$ cat config.mk
export PLATFORM = sky130hd
export DESIGN_NAME = slip_crc16_frame_receiver_flat
export DESIGN_NICKNAME = d
export VERILOG_FILES = /design/src/hdl/srx_pkg.sv /design/src/hdl/srx_ifs.sv /design/src/hdl/slip_crc16_frame_receiver.sv /design/src/hdl/srx_front.sv /design/src/hdl/srx_queue.sv /design/src/hdl/srx_back.sv /design/src/flat_wrapper.sv
export SDC_FILE = /design/constraint.sdc
export NUM_CORES = 1
export LEC_CHECK = 0
export BUFFER_PORTS_ARGS = -buffer_cell sky130_fd_sc_hd__buf_2
export CAP_MARGIN = 20
export CORE_UTILIZATION = 45
export CTS_BUF_LIST = sky130_fd_sc_hd__clkbuf_2 sky130_fd_sc_hd__clkbuf_4 sky130_fd_sc_hd__clkbuf_8
export CTS_CLUSTER_DIAMETER = 100
export DETAILED_ROUTE_END_ITERATION = 10
export PLACE_DENSITY = 0.75
export SETUP_SLACK_MARGIN = 0.1
export SYNTH_ARGS = -nofsm -noshare
export SYNTH_HDL_FRONTEND = slang
export SYNTH_SLANG_ARGS = --single-unit
$ cat constraint.sdc
create_clock -name clk -period 8.15 [get_ports clk]
set_clock_uncertainty 0.2 [all_clocks]
set_input_delay 2.445 -clock clk [delete_from_list [all_inputs] [get_ports clk]]
set_output_delay 2.445 -clock clk [all_outputs]
set_load 0.02 [all_outputs]
$ cat src/hdl/srx_pkg.sv
// ----------------------------------------------------------------------------
// srx_pkg
// Shared types, codes and the CRC-16 byte update of the SLIP frame receiver.
// ----------------------------------------------------------------------------
package srx_pkg;

  // Largest payload a frame may carry, and the buffer it implies
  localparam int MAX_PAYLOAD = 96;
  localparam int BUF_BYTES   = MAX_PAYLOAD + 5;

  // SLIP framing codes
  localparam logic [7:0] CODE_END       = 8'hC0;
  localparam logic [7:0] CODE_ESC       = 8'hDB;
  localparam logic [7:0] CODE_TRANS_END = 8'hDC;
  localparam logic [7:0] CODE_TRANS_ESC = 8'hDD;

  // CRC-16/CCITT-FALSE
  localparam logic [15:0] CRC_INIT = 16'hFFFF;
  localparam logic [15:0] CRC_POLY = 16'h1021;

  // Result kinds
  localparam logic [2:0] KIND_PAYLOAD   = 3'd0;
  localparam logic [2:0] KIND_ACCEPTED  = 3'd1;
  localparam logic [2:0] KIND_ACK       = 3'd2;
  localparam logic [2:0] KIND_DUPLICATE = 3'd3;
  localparam logic [2:0] KIND_CRC_ERROR = 3'd4;
  localparam logic [2:0] KIND_MALFORMED = 3'd5;

  // One decoded link symbol: a data byte or a frame end
  typedef struct packed {
    logic       is_end;
    logic [7:0] data;
  } srx_token_t;

  // One result word
  typedef struct packed {
    logic [2:0] kind;
    logic [7:0] payload_byte;
    logic [6:0] payload_index;
    logic [7:0] frame_id;
    logic [7:0] frame_seq;
    logic [7:0] frame_len;
    logic [7:0] ack_seq_to_send;
    logic [7:0] acked_value;
  } srx_result_t;

  // Advance the CRC by one byte, MSB first
  function automatic logic [15:0] crc_feed(input logic [15:0] c, input logic [7:0] b);
    logic [15:0] r;
    r = c ^ {b, 8'h00};
    for (int k = 0; k < 8; k++) begin
      if (r[15]) begin
        r = {r[14:0], 1'b0} ^ CRC_POLY;
      end else begin
        r = {r[14:0], 1'b0};
      end
    end
    return r;
  endfunction

endpackage

$ cat src/hdl/srx_ifs.sv
// ----------------------------------------------------------------------------
// srx_ifs
// Valid/ready channels of the SLIP frame receiver: link bytes, configuration
// writes and result words.
// ----------------------------------------------------------------------------
interface srx_byte_if;
  logic       valid;
  logic       ready;
  logic [7:0] rx_byte;
  modport source (output valid, output rx_byte, input ready);
  modport sink   (input valid, input rx_byte, output ready);
endinterface

interface srx_cfg_if;
  logic       valid;
  logic       ready;
  logic [7:0] data;
  modport source (output valid, output data, input ready);
  modport sink   (input valid, input data, output ready);
endinterface

interface srx_result_if;
  logic       valid;
  logic       ready;
  logic [2:0] kind;
  logic [7:0] payload_byte;
  logic [6:0] payload_index;
  logic [7:0] frame_id;
  logic [7:0] frame_seq;
  logic [7:0] frame_len;
  logic [7:0] ack_seq_to_send;
  logic [7:0] acked_value;
  modport source (output valid, output kind, output payload_byte, output payload_index,
                  output frame_id, output frame_seq, output frame_len,
                  output ack_seq_to_send, output acked_value, input ready);
  modport sink   (input valid, input kind, input payload_byte, input payload_index,
                  input frame_id, input frame_seq, input frame_len,
                  input ack_seq_to_send, input acked_value, output ready);
endinterface

$ cat src/hdl/slip_crc16_frame_receiver.sv
// ----------------------------------------------------------------------------
// slip_crc16_frame_receiver
// SLIP deframer with CRC-16/CCITT-FALSE check and frame verdicts.
// ----------------------------------------------------------------------------
// Raw link words enter on rx, one byte a word, and the block sustains one word
// per clock cycle while results are taken. The front unescapes SLIP (END
// 0xC0, ESC 0xDB) and pushes decoded symbols into a two-entry queue; the back
// parses frames of the form [id][seq][len][payload][crc lo][crc hi], keeps
// the CRC-16 two bytes behind the stream and writes at most one result word
// per symbol into an output register. A symbol is registered in the queue and
// its result in the output register. Payload bytes come out as kind 0 words
// while they arrive; END brings the verdict: accepted, ack frame (with its
// first payload byte), duplicate, CRC error or malformed. An empty frame, a
// lone ESC, and bytes beyond the declared length give no word. A byte that
// overflows the buffer is dropped and restarts the frame.
// Write ack_message_id on cfg only while the block is idle.
// ----------------------------------------------------------------------------
module slip_crc16_frame_receiver import srx_pkg::*; (
  input  logic          clk,
  input  logic          rst,
  srx_byte_if.sink      rx,
  srx_cfg_if.sink       cfg,
  srx_result_if.source  res
);

  logic [7:0] ack_message_id;

  logic       q_push;
  srx_token_t q_push_token;
  logic       q_full;
  logic       q_pop;
  logic       q_not_empty;
  srx_token_t q_pop_token;

  // Configuration: always ready, hold the id of acknowledgement frames
  assign cfg.ready = 1'b1;

  always_ff @(posedge clk) begin
    if (rst) begin
      ack_message_id <= 8'd0;
    end else if (cfg.valid) begin
      ack_message_id <= cfg.data;
    end
  end

  // Front: unescape and classify link bytes
  srx_front u_front (
    .clk     (clk),
    .rst     (rst),
    .rx      (rx),
    .q_full  (q_full),
    .q_push  (q_push),
    .q_token (q_push_token)
  );

  // Queue: decouple link stalls from result stalls
  srx_queue u_queue (
    .clk        (clk),
    .rst        (rst),
    .push       (q_push),
    .push_token (q_push_token),
    .full       (q_full),
    .pop        (q_pop),
    .not_empty  (q_not_empty),
    .pop_token  (q_pop_token)
  );

  // Back: parse frames, check CRC, drive result words
  srx_back u_back (
    .clk            (clk),
    .rst            (rst),
    .ack_message_id (ack_message_id),
    .q_not_empty    (q_not_empty),
    .q_token        (q_pop_token),
    .q_pop          (q_pop),
    .res            (res)
  );

  // Payload words never point past the payload buffer
  a_payload_index: assert property (@(posedge clk) disable iff (rst)
    (res.valid && (res.kind == KIND_PAYLOAD)) |-> (res.payload_index < 7'(MAX_PAYLOAD)))
    else $error("payload index beyond buffer");

  // Only accepted and duplicate frames ask for an acknowledgement
  a_ack_seq: assert property (@(posedge clk) disable iff (rst)
    (res.valid && (res.ack_seq_to_send != 8'd0)) |->
      ((res.kind == KIND_ACCEPTED) || (res.kind == KIND_DUPLICATE)))
    else $error("ack seq on wrong kind");

  // An acknowledged value only rides on an ack frame verdict
  a_acked_value: assert property (@(posedge clk) disable iff (rst)
    (res.valid && (res.acked_value != 8'd0)) |-> (res.kind == KIND_ACK))
    else $error("acked value on wrong kind");

  // Queue never takes a symbol while full unless a pop frees an entry in the same cycle
  a_queue_push: assert property (@(posedge clk) disable iff (rst)
    (q_push && q_full) |-> q_pop)
    else $error("symbol pushed into full queue");

endmodule

$ cat src/hdl/srx_front.sv
// ----------------------------------------------------------------------------
// srx_front
// Link side: accept raw bytes, undo SLIP escaping, push decoded symbols.
// ----------------------------------------------------------------------------
module srx_front import srx_pkg::*; (
  input  logic        clk,
  input  logic        rst,
  srx_byte_if.sink    rx,
  input  logic        q_full,
  output logic        q_push,
  output srx_token_t  q_token
);

  logic escape_pending;
  logic escape_pending_next;
  logic accept;

  assign rx.ready = !q_full;
  assign accept   = rx.valid && rx.ready;

  always_comb begin
    escape_pending_next = escape_pending;
    q_push              = 1'b0;
    q_token.is_end      = 1'b0;
    q_token.data        = rx.rx_byte;
    if (accept) begin
      if (rx.rx_byte == CODE_END) begin
        // END always closes the frame and drops a pending escape
        q_push              = 1'b1;
        q_token.is_end      = 1'b1;
        escape_pending_next = 1'b0;
      end else if (escape_pending) begin
        q_push              = 1'b1;
        escape_pending_next = 1'b0;
        case (rx.rx_byte)
          CODE_TRANS_END: q_token.data = CODE_END;
          CODE_TRANS_ESC: q_token.data = CODE_ESC;
          default:        q_token.data = rx.rx_byte;
        endcase
      end else if (rx.rx_byte == CODE_ESC) begin
        escape_pending_next = 1'b1;
      end else begin
        q_push = 1'b1;
      end
    end
  end

  always_ff @(posedge clk) begin
    if (rst) begin
      escape_pending <= 1'b0;
    end else begin
      escape_pending <= escape_pending_next;
    end
  end

endmodule

$ cat src/hdl/srx_queue.sv
// ----------------------------------------------------------------------------
// srx_queue
// Two-entry symbol queue between the unescaper and the frame parser.
// ----------------------------------------------------------------------------
module srx_queue import srx_pkg::*; (
  input  logic        clk,
  input  logic        rst,
  input  logic        push,
  input  srx_token_t  push_token,
  output logic        full,
  input  logic        pop,
  output logic        not_empty,
  output srx_token_t  pop_token
);

  srx_token_t entry [2];
  logic       wr_ptr;
  logic       rd_ptr;
  logic [1:0] fill;

  assign full      = (fill == 2'd2);
  assign not_empty = (fill != 2'd0);
  assign pop_token = entry[rd_ptr];

  always_ff @(posedge clk) begin
    if (push) begin
      entry[wr_ptr] <= push_token;
    end
  end

  always_ff @(posedge clk) begin
    if (rst) begin
      wr_ptr <= 1'b0;
      rd_ptr <= 1'b0;
      fill   <= 2'd0;
    end else begin
      if (push) begin
        wr_ptr <= !wr_ptr;
      end
      if (pop) begin
        rd_ptr <= !rd_ptr;
      end
      case ({push, pop})
        2'b10:   fill <= fill + 2'd1;
        2'b01:   fill <= fill - 2'd1;
        default: fill <= fill;
      endcase
    end
  end

endmodule

$ cat src/hdl/srx_back.sv
// ----------------------------------------------------------------------------
// srx_back
// Frame parser: header capture, lagged CRC, payload streaming, end verdict
// and the result output register.
// ----------------------------------------------------------------------------
module srx_back import srx_pkg::*; (
  input  logic          clk,
  input  logic          rst,
  input  logic [7:0]    ack_message_id,
  input  logic          q_not_empty,
  input  srx_token_t    q_token,
  output logic          q_pop,
  srx_result_if.source  res
);

  logic [6:0]  byte_count,    byte_count_next;
  logic [7:0]  held_id,       held_id_next;
  logic [7:0]  held_seq,      held_seq_next;
  logic [7:0]  held_len,      held_len_next;
  logic [7:0]  first_payload, first_payload_next;
  logic [15:0] running_crc,   running_crc_next;
  logic [15:0] lag_bytes,     lag_bytes_next;
  logic [7:0]  last_peer_seq, last_peer_seq_next;

  logic        out_valid, out_valid_next;
  srx_result_t out_word;
  srx_result_t res_word;
  logic        res_valid;
  logic        len_ok;
  logic [6:0]  idx;

  // Take a symbol whenever the output register is free or being emptied
  assign q_pop = q_not_empty && (!out_valid || res.ready);

  assign len_ok = (byte_count >= 7'd5) &&
                  ({2'b00, byte_count} == ({1'b0, held_len} + 9'd5));
  assign idx    = byte_count - 7'd3;

  always_comb begin
    byte_count_next    = byte_count;
    held_id_next       = held_id;
    held_seq_next      = held_seq;
    held_len_next      = held_len;
    first_payload_next = first_payload;
    running_crc_next   = running_crc;
    lag_bytes_next     = lag_bytes;
    last_peer_seq_next = last_peer_seq;

    res_valid                = 1'b0;
    res_word.kind            = KIND_PAYLOAD;
    res_word.payload_byte    = 8'd0;
    res_word.payload_index   = 7'd0;
    res_word.frame_id        = held_id;
    res_word.frame_seq       = held_seq;
    res_word.frame_len       = held_len;
    res_word.ack_seq_to_send = 8'd0;
    res_word.acked_value     = 8'd0;

    if (q_token.is_end) begin
      if (byte_count != 7'd0) begin
        res_valid = 1'b1;
        if (!len_ok) begin
          res_word.kind = KIND_MALFORMED;
        end else if (running_crc != {lag_bytes[7:0], lag_bytes[15:8]}) begin
          res_word.kind = KIND_CRC_ERROR;
        end else if (held_id == ack_message_id) begin
          res_word.kind        = KIND_ACK;
          res_word.acked_value = (held_len != 8'd0) ? first_payload : 8'd0;
        end else if ((held_seq != 8'd0) && (held_seq == last_peer_seq)) begin
          res_word.kind            = KIND_DUPLICATE;
          res_word.ack_seq_to_send = held_seq;
        end else begin
          res_word.kind            = KIND_ACCEPTED;
          res_word.ack_seq_to_send = held_seq;
          if (held_seq != 8'd0) begin
            last_peer_seq_next = held_seq;
          end
        end
      end
      byte_count_next  = 7'd0;
      running_crc_next = CRC_INIT;
      lag_bytes_next   = 16'd0;
    end else if (byte_count >= 7'(BUF_BYTES)) begin
      // Overflow: drop the byte and restart the frame
      byte_count_next  = 7'd0;
      running_crc_next = CRC_INIT;
      lag_bytes_next   = 16'd0;
    end else begin
      if (byte_count >= 7'd2) begin
        running_crc_next = crc_feed(running_crc, lag_bytes[15:8]);
      end
      lag_bytes_next  = {lag_bytes[7:0], q_token.data};
      byte_count_next = byte_count + 7'd1;
      case (byte_count)
        7'd0: begin
          held_id_next       = q_token.data;
          held_seq_next      = 8'd0;
          held_len_next      = 8'd0;
          first_payload_next = 8'd0;
        end
        7'd1: held_seq_next = q_token.data;
        7'd2: held_len_next = q_token.data;
        default: begin
          if (idx == 7'd0) begin
            first_payload_next = q_token.data;
          end
          if (({1'b0, idx} < held_len) && (idx < 7'(MAX_PAYLOAD))) begin
            res_valid              = 1'b1;
            res_word.payload_byte  = q_token.data;
            res_word.payload_index = idx;
          end
        end
      endcase
    end
  end

  always_comb begin
    if (q_pop) begin
      out_valid_next = res_valid;
    end else begin
      out_valid_next = out_valid && !res.ready;
    end
  end

  always_ff @(posedge clk) begin
    if (rst) begin
      byte_count    <= 7'd0;
      held_id       <= 8'd0;
      held_seq      <= 8'd0;
      held_len      <= 8'd0;
      first_payload <= 8'd0;
      running_crc   <= CRC_INIT;
      lag_bytes     <= 16'd0;
      last_peer_seq <= 8'd0;
      out_valid     <= 1'b0;
    end else begin
      out_valid <= out_valid_next;
      if (q_pop) begin
        byte_count    <= byte_count_next;
        held_id       <= held_id_next;
        held_seq      <= held_seq_next;
        held_len      <= held_len_next;
        first_payload <= first_payload_next;
        running_crc   <= running_crc_next;
        lag_bytes     <= lag_bytes_next;
        last_peer_seq <= last_peer_seq_next;
      end
    end
  end

  always_ff @(posedge clk) begin
    if (q_pop && res_valid) begin
      out_word <= res_word;
    end
  end

  assign res.valid           = out_valid;
  assign res.kind            = out_word.kind;
  assign res.payload_byte    = out_word.payload_byte;
  assign res.payload_index   = out_word.payload_index;
  assign res.frame_id        = out_word.frame_id;
  assign res.frame_seq       = out_word.frame_seq;
  assign res.frame_len       = out_word.frame_len;
  assign res.ack_seq_to_send = out_word.ack_seq_to_send;
  assign res.acked_value     = out_word.acked_value;

endmodule

$ cat src/flat_wrapper.sv
// flat-port wrapper written by rule: the top's interface ports become plain ports
module slip_crc16_frame_receiver_flat import srx_pkg::*;
  (clk, rst, rx_valid, rx_rx_byte, rx_ready, cfg_valid, cfg_data, cfg_ready, res_valid, res_kind, res_payload_byte, res_payload_index, res_frame_id, res_frame_seq, res_frame_len, res_ack_seq_to_send, res_acked_value, res_ready);
  srx_byte_if rx_i ();
  srx_cfg_if cfg_i ();
  srx_result_if res_i ();
  input  logic clk;
  input  logic rst;
  input wire logic [$bits(rx_i.valid)-1:0] rx_valid;
  input wire logic [$bits(rx_i.rx_byte)-1:0] rx_rx_byte;
  output wire logic [$bits(rx_i.ready)-1:0] rx_ready;
  input wire logic [$bits(cfg_i.valid)-1:0] cfg_valid;
  input wire logic [$bits(cfg_i.data)-1:0] cfg_data;
  output wire logic [$bits(cfg_i.ready)-1:0] cfg_ready;
  output wire logic [$bits(res_i.valid)-1:0] res_valid;
  output wire logic [$bits(res_i.kind)-1:0] res_kind;
  output wire logic [$bits(res_i.payload_byte)-1:0] res_payload_byte;
  output wire logic [$bits(res_i.payload_index)-1:0] res_payload_index;
  output wire logic [$bits(res_i.frame_id)-1:0] res_frame_id;
  output wire logic [$bits(res_i.frame_seq)-1:0] res_frame_seq;
  output wire logic [$bits(res_i.frame_len)-1:0] res_frame_len;
  output wire logic [$bits(res_i.ack_seq_to_send)-1:0] res_ack_seq_to_send;
  output wire logic [$bits(res_i.acked_value)-1:0] res_acked_value;
  input wire logic [$bits(res_i.ready)-1:0] res_ready;
  assign rx_i.valid = rx_valid;
  assign rx_i.rx_byte = rx_rx_byte;
  assign rx_ready = rx_i.ready;
  assign cfg_i.valid = cfg_valid;
  assign cfg_i.data = cfg_data;
  assign cfg_ready = cfg_i.ready;
  assign res_valid = res_i.valid;
  assign res_kind = res_i.kind;
  assign res_payload_byte = res_i.payload_byte;
  assign res_payload_index = res_i.payload_index;
  assign res_frame_id = res_i.frame_id;
  assign res_frame_seq = res_i.frame_seq;
  assign res_frame_len = res_i.frame_len;
  assign res_ack_seq_to_send = res_i.ack_seq_to_send;
  assign res_acked_value = res_i.acked_value;
  assign res_i.ready = res_ready;
  slip_crc16_frame_receiver u_core (.clk(clk), .rst(rst), .rx(rx_i), .cfg(cfg_i), .res(res_i));
endmodule
==> results_dict.tcl, run 1 <==
set metrics [dict create \
    cap_violations 0 \
    hp-class "flip-flop to flip-flop" \
    top_regs "u_core.u_queue.entry x18, u_core.u_back.lag_bytes x16, u_core.u_back.running_crc x16" \
    grtUsageTotal_pct 19.1 \
    worstPathRequired_ns 8.35 \
    coreArea_um2 16000 \
    outcome "finished clean" \
    rsz0062_at_grt "no" \
    dieArea_um2 17000 \
    hold_violations 0 \
    port_buffers 80 \
    cts.path.max_buffers 2 \
    ys_warn_count 0 \
    clk_latency_ns 0.46 \
    drc 0 \
    p_leak_uw 0.00320 \
    fin_setup_tns_ns 0 \
    mostFrequentLayoutCells "94 x dfxtp_1, 80 x buf_2, 76 x edfxtp_1, 71 x nor2_1, 44 x xor2_1" \
    yosysSeqAreaShare_pct 56.2 \
    area_growth_pct 12.5 \
    cpMostUsedCell "buf_4" \
    final_layout_size_suffix_gt1_share_pct 18.0 \
    cts_tree "done" \
    max_slew.worst_pin.slew_ns 0.856 \
    synth_edf_count 76 \
    root_buffer "clkbuf_8" \
    async_flop_share_pct 0 \
    antenna_found_initial 0 \
    clock_sinks 170 \
    clk_pin_slew_ns 0.08 \
    yosys-top-cells-area "edfxtp_1 31%, dfxtp_1 25%, xor2_1 5.2%, xnor2_1 3.9%, nor2_1 3.6%" \
    synth_cell_type_count 58 \
    power_density_nw_per_um2 270 \
    max_stage_delay_ns 0.81 \
    dr.first_iter.drc_count 423 \
    gp_congestion 0.853 \
    yosysTopAreaCellShare_pct 30.8 \
    max_freq_ghz 0.211 \
    grt_overflow 0 \
    whs_ns 0.268 \
    avgSynthCellArea_um2 11.0 \
    cts_resized 0 \
    synth_cells 674 \
    crit_chain "buf_2 > nand2b_1 > o21ai_1 > buf_4 > clkinv_1 > a21oi_1 > buf_4 > a221o_1" \
    largest_register_ffs 18 \
    grt_pass1_wl_mm 24.5 \
    ir_drop_mv 0.101 \
    htreeDepth 4 \
    start_kind "input port" \
    top_register "u_core.u_queue.entry" \
    drt_pass1_iterations 5 \
    drv_slew 0 \
    drt_wl_total_mm 15.2 \
    critPathArrivalTime_ns 4.95 \
    synth_area_leader_cell "edfxtp_1" \
    nNetsFinal 774 \
    cts_setup_buffers 0 \
    antenna_left 0 \
    setup_viol 0 \
    cts_hold_buf 0 \
    worstPathMaxFanout 26 \
    rows 46 \
    synth_ff_type "dfxtp_1" \
    slowest_stage "a21oi_1" \
    io_pins 82 \
    start_util_pct 46.3 \
    slew-limit-headroom_pct 42.8 \
    synth-seq-cells 170 \
    insertedDiodeCount 0 \
    syn-num-nets 709 \
    cts_buffers 17 \
    synth_area_um2 7410 \
    detail_route.vias_per_cell 5.31 \
    wl_per_cell_um 15.7 \
    hpwlAfterDp_mm 10.3 \
    worstSetupPathType "input port to flip-flop" \
    via_count 5138 \
    grt_max_degree 75 \
    layout_commonest_cell "dfxtp_1" \
    grt_pass1_vias 4758 \
    dieWidth_um 130 \
    die_y_um 130 \
    min_period_ns 4.75 \
    endpoint_kind "flip-flop" \
    min_period_over_period_pct 58.3 \
]
==> routing by layer <==
layer,wire [um],track usage (%)
met1,6910,24.7
met2,7130,30.2
met3,702,4.22
met4,469,9.58
met5,0,0
==> synth_stat cells, types with 2 or more instances <==
master	number
a21oi_1	36
nand2b_1	3
o21ai_0	7
nand3_1	31
and2_2	4
a31oi_1	2
and2_1	17
a22oi_1	25
nand2_1	40
nor3_1	7
and3_1	16
nor4_1	10
or3_1	2
o21ai_1	3
ha_1	14
o31a_1	2
xnor2_1	33
buf_1	2
buf_2	10
inv_1	14
clkbuf_1	25
mux2_2	8
nand4_1	8
xor2_1	44
buf_6	2
nand3b_1	3
dfxtp_1	94
or4_1	3
edfxtp_1	76
mux2i_1	17
a21o_1	3
nor2_1	71
or2_2	2
a221o_1	16
==> cell type report <==
cell class / count / area (um2)
multi-input combinational: 449 / 3020
clock buffer: 19 / 249
inverter: 15 / 56.3
tap: 216 / 270
fill: 1440 / 7670
timing repair buffer: 86 / 445
sequential: 170 / 4160
clock inverter: 13 / 133
==> cell families after synthesis <==
logic type	count (synthesis)	synth area share, %
AOI/OAI and AO/OA	103	9.63
xor gates and xnor gates	77	9.10
adders and majority gates	14	2.36
buffers and inverters	55	3.21
DFF	170	56.2
muxes	26	3.72
other	1	0.0506
and+or+nand+nor	228	15.7
==> worst max-delay path, delay by kind of cell <==
kind / cells / cell delay, ns
buffers and inverters: 4 / 1.27
AOI/OAI and AO/OA: 3 / 1.06
and+or+nand+nor: 1 / 0.16
==> power breakdown <==
| part | switching [uW] | leakage [uW] | internal [uW] | total (uW) |
|---|---|---|---|---|
| registers | 98.3 | 0.00150 | 1000 | 1100 |
| clock network | 276 | 0.000199 | 301 | 577 |
| logic | 354 | 0.00149 | 220 | 574 |
| total | 728 | 0.00320 | 1520 | 2250 |
==> path summary, 6_finish.rpt <==
path	slack, ns	endpoint	depth (start not counted)	from
setup reg to reg	4.12	u_core.u_back.res.frame_len[3]	10	u_core.u_back.byte_count[1]
hold / removal	0.27	u_core.u_back.last_peer_seq[2]	2	u_core.u_back.last_peer_seq[2]
hold reg to reg	0.27	u_core.u_back.last_peer_seq[2]	2	u_core.u_back.last_peer_seq[2]
setup / recovery	3.40	u_core.u_back.running_crc[7]	8	res_ready
==> metrics by stage <==
stage                     cell area [um2]  power [uW]  std cells  util, %  setup slack [ns]
final                                8330        2250        968     52.1              3.40
after global routing                 8330        2380        968     52.1              3.16
after CTS                            8330        2270        967     52.0              3.41
after detailed placement             7950        1690        935     49.7              2.92
after global placement               7940        1680        934     49.6              2.77
after floorplan                      7410        1540        674        -              1.67
Note: power is estimated with default switching activity, not from simulation.
==> run 2, diff against run 1 <==
==> constraint.sdc (replaced) <==
create_clock -name clk -period 4.6 [get_ports clk]
set_clock_uncertainty 0.2 [all_clocks]
set_input_delay 1.38 -clock clk [delete_from_list [all_inputs] [get_ports clk]]
set_output_delay 1.38 -clock clk [all_outputs]
set_load 0.02 [all_outputs]
==> results_dict.tcl, run 2 (synthesis results as in run 1) <==
set metrics [dict create \
    outcome "finished clean" \
    finalNonFillerCells 969 \
    mostFrequentLayoutCells "94 x dfxtp_1, 80 x buf_2, 76 x edfxtp_1, 71 x nor2_1, 44 x xor2_1" \
    hp-class "flip-flop to flip-flop" \
    wl_met2_mm 7.35 \
    dr.first_iter.drc_count 416 \
    worstPathRequired_ns 4.54 \
    top_register "u_core.u_queue.entry" \
    cap_violations 0 \
    clk_pin_slew_ns 0.09 \
    top_layer_used "met4" \
    htreeDepth 4 \
    dieWidth_um 130 \
    io_pins 82 \
    insertedDiodeCount 0 \
    r2r_start "u_core.u_back.byte_count[0]" \
    detail_route.vias_per_cell 5.35 \
    hold_depth 2 \
    rsz0062_at_grt "no" \
    worstSetupPathType "flip-flop to flip-flop" \
    drt_wl_total_mm 15.7 \
    coreArea_um2 16000 \
    gp_congestion 0.976 \
    fin_setup_tns_ns 0 \
    grt_pass1_wl_mm 25.0 \
    dr_wl_met3_um 844 \
    layout_commonest_cell "dfxtp_1" \
    dieArea_um2 17000 \
    cts_tree "done" \
    min_period_over_period_pct 80.1 \
    max_stage_delay_ns 0.57 \
    die_y_um 130 \
    crit_chain "ha_1 > xor2_1 > inv_1 > ha_1 > o211ai_1 > a21boi_0 > o21ai_0 > a211o_1 > nand2_1 > a21oi_4 > buf_12" \
    max_freq_ghz 0.271 \
    final_layout_size_suffix_gt1_share_pct 18.9 \
    start_kind "flip-flop" \
    endpoint_kind "flip-flop" \
    drv_slew 0 \
    area_growth_pct 13.5 \
    cts_resized 0 \
    start_util_pct 46.3 \
    clk_latency_ns 0.47 \
    cts_buffers 17 \
    rows 46 \
    max_slew.worst_pin.slew_ns 0.853 \
    largest_register_ffs 18 \
    via_count 5183 \
    fillers 1428 \
    critPathArrivalTime_ns 3.63 \
    min_period_ns 3.69 \
    grt_max_degree 52 \
    rr_endpoint "u_core.u_back.res.frame_seq[3]" \
    cts_hold_buf 0 \
    grt_overflow 0 \
    wl_per_cell_um 16.2 \
    grt_pass1_vias 4752 \
    cpMostUsedCell "ha_1" \
    nNetsFinal 775 \
    grtUsageTotal_pct 19.7 \
    hold_path_end "u_core.u_back.last_peer_seq[2]" \
    drt_pass1_iterations 5 \
    hold_violations 0 \
    r2r_slack_ns 0.91 \
    drc 0 \
    clock_sinks 170 \
    slowest_stage "dfxtp_1" \
    place_inst 937 \
    root_buffer "clkbuf_8" \
    antenna_found_initial 1 \
    fin_util_pct 52.6 \
    rr_worst_depth 11 \
    cts_setup_buffers 0 \
    power_density_nw_per_um2 491 \
    worst_hold_startpoint "u_core.u_back.last_peer_seq[2]" \
    antenna_left 0 \
    slew-limit-headroom_pct 43.0 \
    top_regs "u_core.u_queue.entry x18, u_core.u_back.lag_bytes x16, u_core.u_back.running_crc x16" \
    setup_viol 0 \
    port_buffers 80 \
    seq_area_um2 4160 \
    p_leak_uw 0.00323 \
    multi_input_area_um2 3020 \
    hpwlAfterDp_mm 10.6 \
    ir_drop_mv 0.180 \
    worstPathMaxFanout 51 \
    met1_length_mm 7.14 \
    cts.path.max_buffers 2 \
]
run 2: layout make-up:
| class | count | area share (%) |
|---|---|---|
| Inverter | 15 | 0.669 |
| Clock buffer | 20 | 3.20 |
| Sequential cell | 170 | 49.5 |
| Multi-Input combinational cell | 449 | 35.9 |
| Clock inverter | 12 | 2.01 |
| Tap cell | 216 | 3.21 |
| Timing Repair Buffer | 87 | 5.53 |
run 2: how the worst max path moves through the flow:
stage / startpoint / endpoint / slack [ns] / cells past startpoint
6_report: u_core.u_back.byte_count[0] / u_core.u_back.res.frame_seq[3] / 0.91 / 11
5_1_grt: u_core.u_back.byte_count[1] / u_core.u_back.res.frame_seq[3] / 0.58 / 11
4_1_cts: u_core.u_back.byte_count[0] / u_core.u_back.res.frame_seq[3] / 0.96 / 11
3_5_place_dp: u_core.u_back.byte_count[0] / u_core.u_back.res.kind[2] / 0.99 / 11
3_3_place_gp: u_core.u_back.byte_count[0] / u_core.u_back.res.frame_len[1] / 1.13 / 11
2_1_floorplan: u_core.u_back.byte_count[1] / u_core.u_back.res.ack_seq_to_send[0] / 0.25 / 9
run 2: layer usage:
layer  global-route usage (%)  up-vias
met5                        0        -
met4                     8.41        0
met3                     3.85       25
met2                     31.7      168
met1                     25.7     2462
li1                         -     2528
run 2: metrics by stage:
| step | area, um2 | total power (uW) | worst slack [ns] | hold slack [ns] |
|---|---|---|---|---|
| global route | 8410 | 4350 | 0.577 | 0.284 |
| floorplan | 7410 | 2720 | 0.253 | 0.203 |
| detailed placement | 7970 | 3010 | 0.990 | 0.255 |
| global placement | 7970 | 2990 | 1.13 | 0.251 |
| CTS | 8410 | 4150 | 0.956 | 0.267 |
| finish | 8410 | 4130 | 0.914 | 0.265 |
run 2: worst max-delay path: cells and delay by family, from the launching register on:
kind | cells | cell delay, ns
flip-flops | 1 | 0.57
AND/OR/NAND/NOR | 1 | 0.24
adder cells (fa/ha/maj) | 2 | 0.59
buffers and inverters | 2 | 0.39
AO/OA/AOI/OAI | 5 | 1.02
XOR/XNOR | 1 | 0.32
run 2: power by group:
part	internal, uW	total (uW)	switching (uW)	leakage [uW]
logic	398	1040	640	0.00150
clock network	623	1150	526	0.000223
registers	1780	1950	169	0.00150
==> run 3, diff against run 2 <==
--- a/config.mk
+++ b/config.mk
@@ -11,7 +11,7 @@
 export CTS_BUF_LIST = sky130_fd_sc_hd__clkbuf_2 sky130_fd_sc_hd__clkbuf_4 sky130_fd_sc_hd__clkbuf_8
 export CTS_CLUSTER_DIAMETER = 100
 export DETAILED_ROUTE_END_ITERATION = 10
-export PLACE_DENSITY = 0.75
+export PLACE_DENSITY = 0.77
 export SETUP_SLACK_MARGIN = 0.1
 export SYNTH_ARGS = -nofsm -noshare
 export SYNTH_HDL_FRONTEND = slang
==> constraint.sdc (replaced) <==
create_clock -name clk -period 3.2 [get_ports clk]
set_clock_uncertainty 0.2 [all_clocks]
set_input_delay 0.96 -clock clk [delete_from_list [all_inputs] [get_ports clk]]
set_output_delay 0.96 -clock clk [all_outputs]
set_load 0.02 [all_outputs]
==> results_dict.tcl, run 3 (synthesis results as in run 1) <==
set metrics [dict create \
    dr.first_iter.drc_count 459 \
    io_pins 82 \
    grt_pass1_wl_mm 25.1 \
    min_period_over_period_pct 91.8 \
    root_buffer "clkbuf_8" \
    area_growth_pct 16.8 \
    fin_area_um2 8650 \
    dieWidth_um 130 \
    power_frac_seq_pct 44.9 \
    top_register "u_core.u_queue.entry" \
    port_buffers 80 \
    cts_tree "done" \
    final_layout_size_suffix_gt1_share_pct 22.0 \
    hp-class "flip-flop to flip-flop" \
    layout_commonest_cell "dfxtp_1" \
    drv_slew 0 \
    outcome "finished clean" \
    drc 0 \
    max_slew.worst_pin.slew_ns 0.763 \
    drt_pass1_iterations 7 \
    cts_hold_buf 0 \
    antenna_found_initial 0 \
    fillers 1412 \
    hold_violations 0 \
    clk_pin_slew_ns 0.09 \
    max_freq_ghz 0.340 \
    slew-limit-headroom_pct 49.0 \
    hpwlAfterDp_mm 10.5 \
    critPathArrivalTime_ns 2.90 \
    rows 46 \
    via_count 5245 \
    grt_pass1_vias 4879 \
    whs_ns 0.270 \
    post_dp_cell_area_um2 8100 \
    die_y_um 130 \
    crit_family "compound AO/OA/AOI/OAI gates" \
    antenna_left 0 \
    cap_violations 0 \
    netSwitchingPower_uw 1950 \
    worst-path-buf-inv 2 \
    dieArea_um2 17000 \
    clock_sinks 170 \
    max_stage_delay_ns 0.54 \
    setup_viol 0 \
    grtUsageTotal_pct 19.6 \
    grt_overflow 0 \
    ir_drop_mv 0.458 \
    insertedDiodeCount 0 \
    endpoint_kind "flip-flop" \
    p_int_uw 4270 \
    grt_max_degree 74 \
    top_regs "u_core.u_queue.entry x18, u_core.u_back.lag_bytes x16, u_core.u_back.running_crc x16" \
    mostFrequentLayoutCells "90 x dfxtp_1, 80 x buf_2, 76 x edfxtp_1, 71 x nor2_1, 44 x xor2_1" \
    start_util_pct 46.3 \
    clk_latency_ns 0.47 \
    worstPathMaxFanout 29 \
    crit_chain "inv_1 > xnor2_1 > ha_1 > a21oi_1 > a21boi_1 > o21ai_1 > a211o_1 > nand2_2 > a21oi_4 > clkbuf_16" \
    min_period_ns 2.94 \
    start_kind "flip-flop" \
    power_density_nw_per_um2 719 \
    drt_wl_total_mm 15.7 \
    cts_setup_buffers 0 \
    switching_share_pct 31.3 \
    htreeDepth 4 \
    cts.path.max_buffers 2 \
    largest_register_ffs 18 \
    detail_route.vias_per_cell 5.35 \
    cts_buffers 17 \
    worstPathRequired_ns 3.16 \
    gp_congestion 0.863 \
    worstSetupPathType "flip-flop to flip-flop" \
    combPwrFrac_pct 25.3 \
    wl_per_cell_um 16.1 \
    slowest_stage "dfxtp_1" \
    nNetsFinal 786 \
    rsz0062_at_grt "no" \
    p_leak_uw 0.00333 \
    coreArea_um2 16000 \
    p_clk_share_pct 29.8 \
]
[run 3: cell types whose count changed in the layout (fill, tap and decap cells not counted), sizes merged]
cell,delta
clkinvlp,-1
buf,+10
inv,-3
bufinv,+3
clkinv,+2
[run 3: layout make-up]
cell class	instances	area [um2]	area share, %
multi-input combinational	449	3080	35.6
timing repair buffer	98	566	6.54
sequential	170	4170	48.3
inverter	15	58.8	0.680
tap	216	270	3.12
clock buffer	19	249	2.88
clock inverter	13	249	2.88
[run 3: layer usage]
| metal | global-route usage [%] | wire length [um] | share of wire [%] |
|---|---|---|---|
| met2 | 31.9 | 7470 | 47 |
| met5 | 0 | 0 | 0 |
| met4 | 7.25 | 259 | 1.6 |
| met3 | 4.35 | 680 | 4.3 |
| met1 | 25.5 | 7330 | 47 |
[run 3: tightest hold or removal path, stage by stage (launching register included)]
cell     delay (ns)
dfxtp_1        0.33
nand2_1        0.05
a21oi_1        0.05
[run 3: final timing paths]
| path | startpoint | end | slack (ns) | depth (start not counted) |
|---|---|---|---|---|
| min | u_core.u_back.last_peer_seq[6] | u_core.u_back.last_peer_seq[6] | 0.27 | 2 |
| min reg2reg | u_core.u_back.last_peer_seq[6] | u_core.u_back.last_peer_seq[6] | 0.27 | 2 |
| max reg2reg | u_core.u_back.byte_count[3] | u_core.u_back.res.payload_byte[5] | 0.26 | 10 |
| max | u_core.u_back.byte_count[3] | u_core.u_back.res.payload_byte[5] | 0.26 | 10 |
[run 3: timing repair]
action / in CTS / in global routing
resized for setup: 0 / 8
hold endpoints to repair: 0 / 0
setup endpoints to repair: 0 / 82
[run 3: metrics by stage]
stage	utilization (%)	worst slack [ns]	instances	setup TNS, ns	total power, uW
floorplan	-	-0.191	674	-11.10	3950
global placement	50.6	0.221	947	0	4340
detailed placement	50.6	0.124	947	0	4380
CTS	53.7	0.118	979	0	6230
global route	54.1	0.0993	980	0	6520
finish	54.1	0.263	980	0	6220
[run 3: power by group through the flow]
stage / Clock (uW) / Sequential (uW) / Combinational [uW]
2_1_floorplan: 0 / 2820 / 1120
3_3_place_gp: 0 / 2830 / 1510
3_5_place_dp: 0 / 2840 / 1530
4_1_cts: 1880 / 2790 / 1550
5_1_grt: 1960 / 2840 / 1720
6_report: 1850 / 2790 / 1570
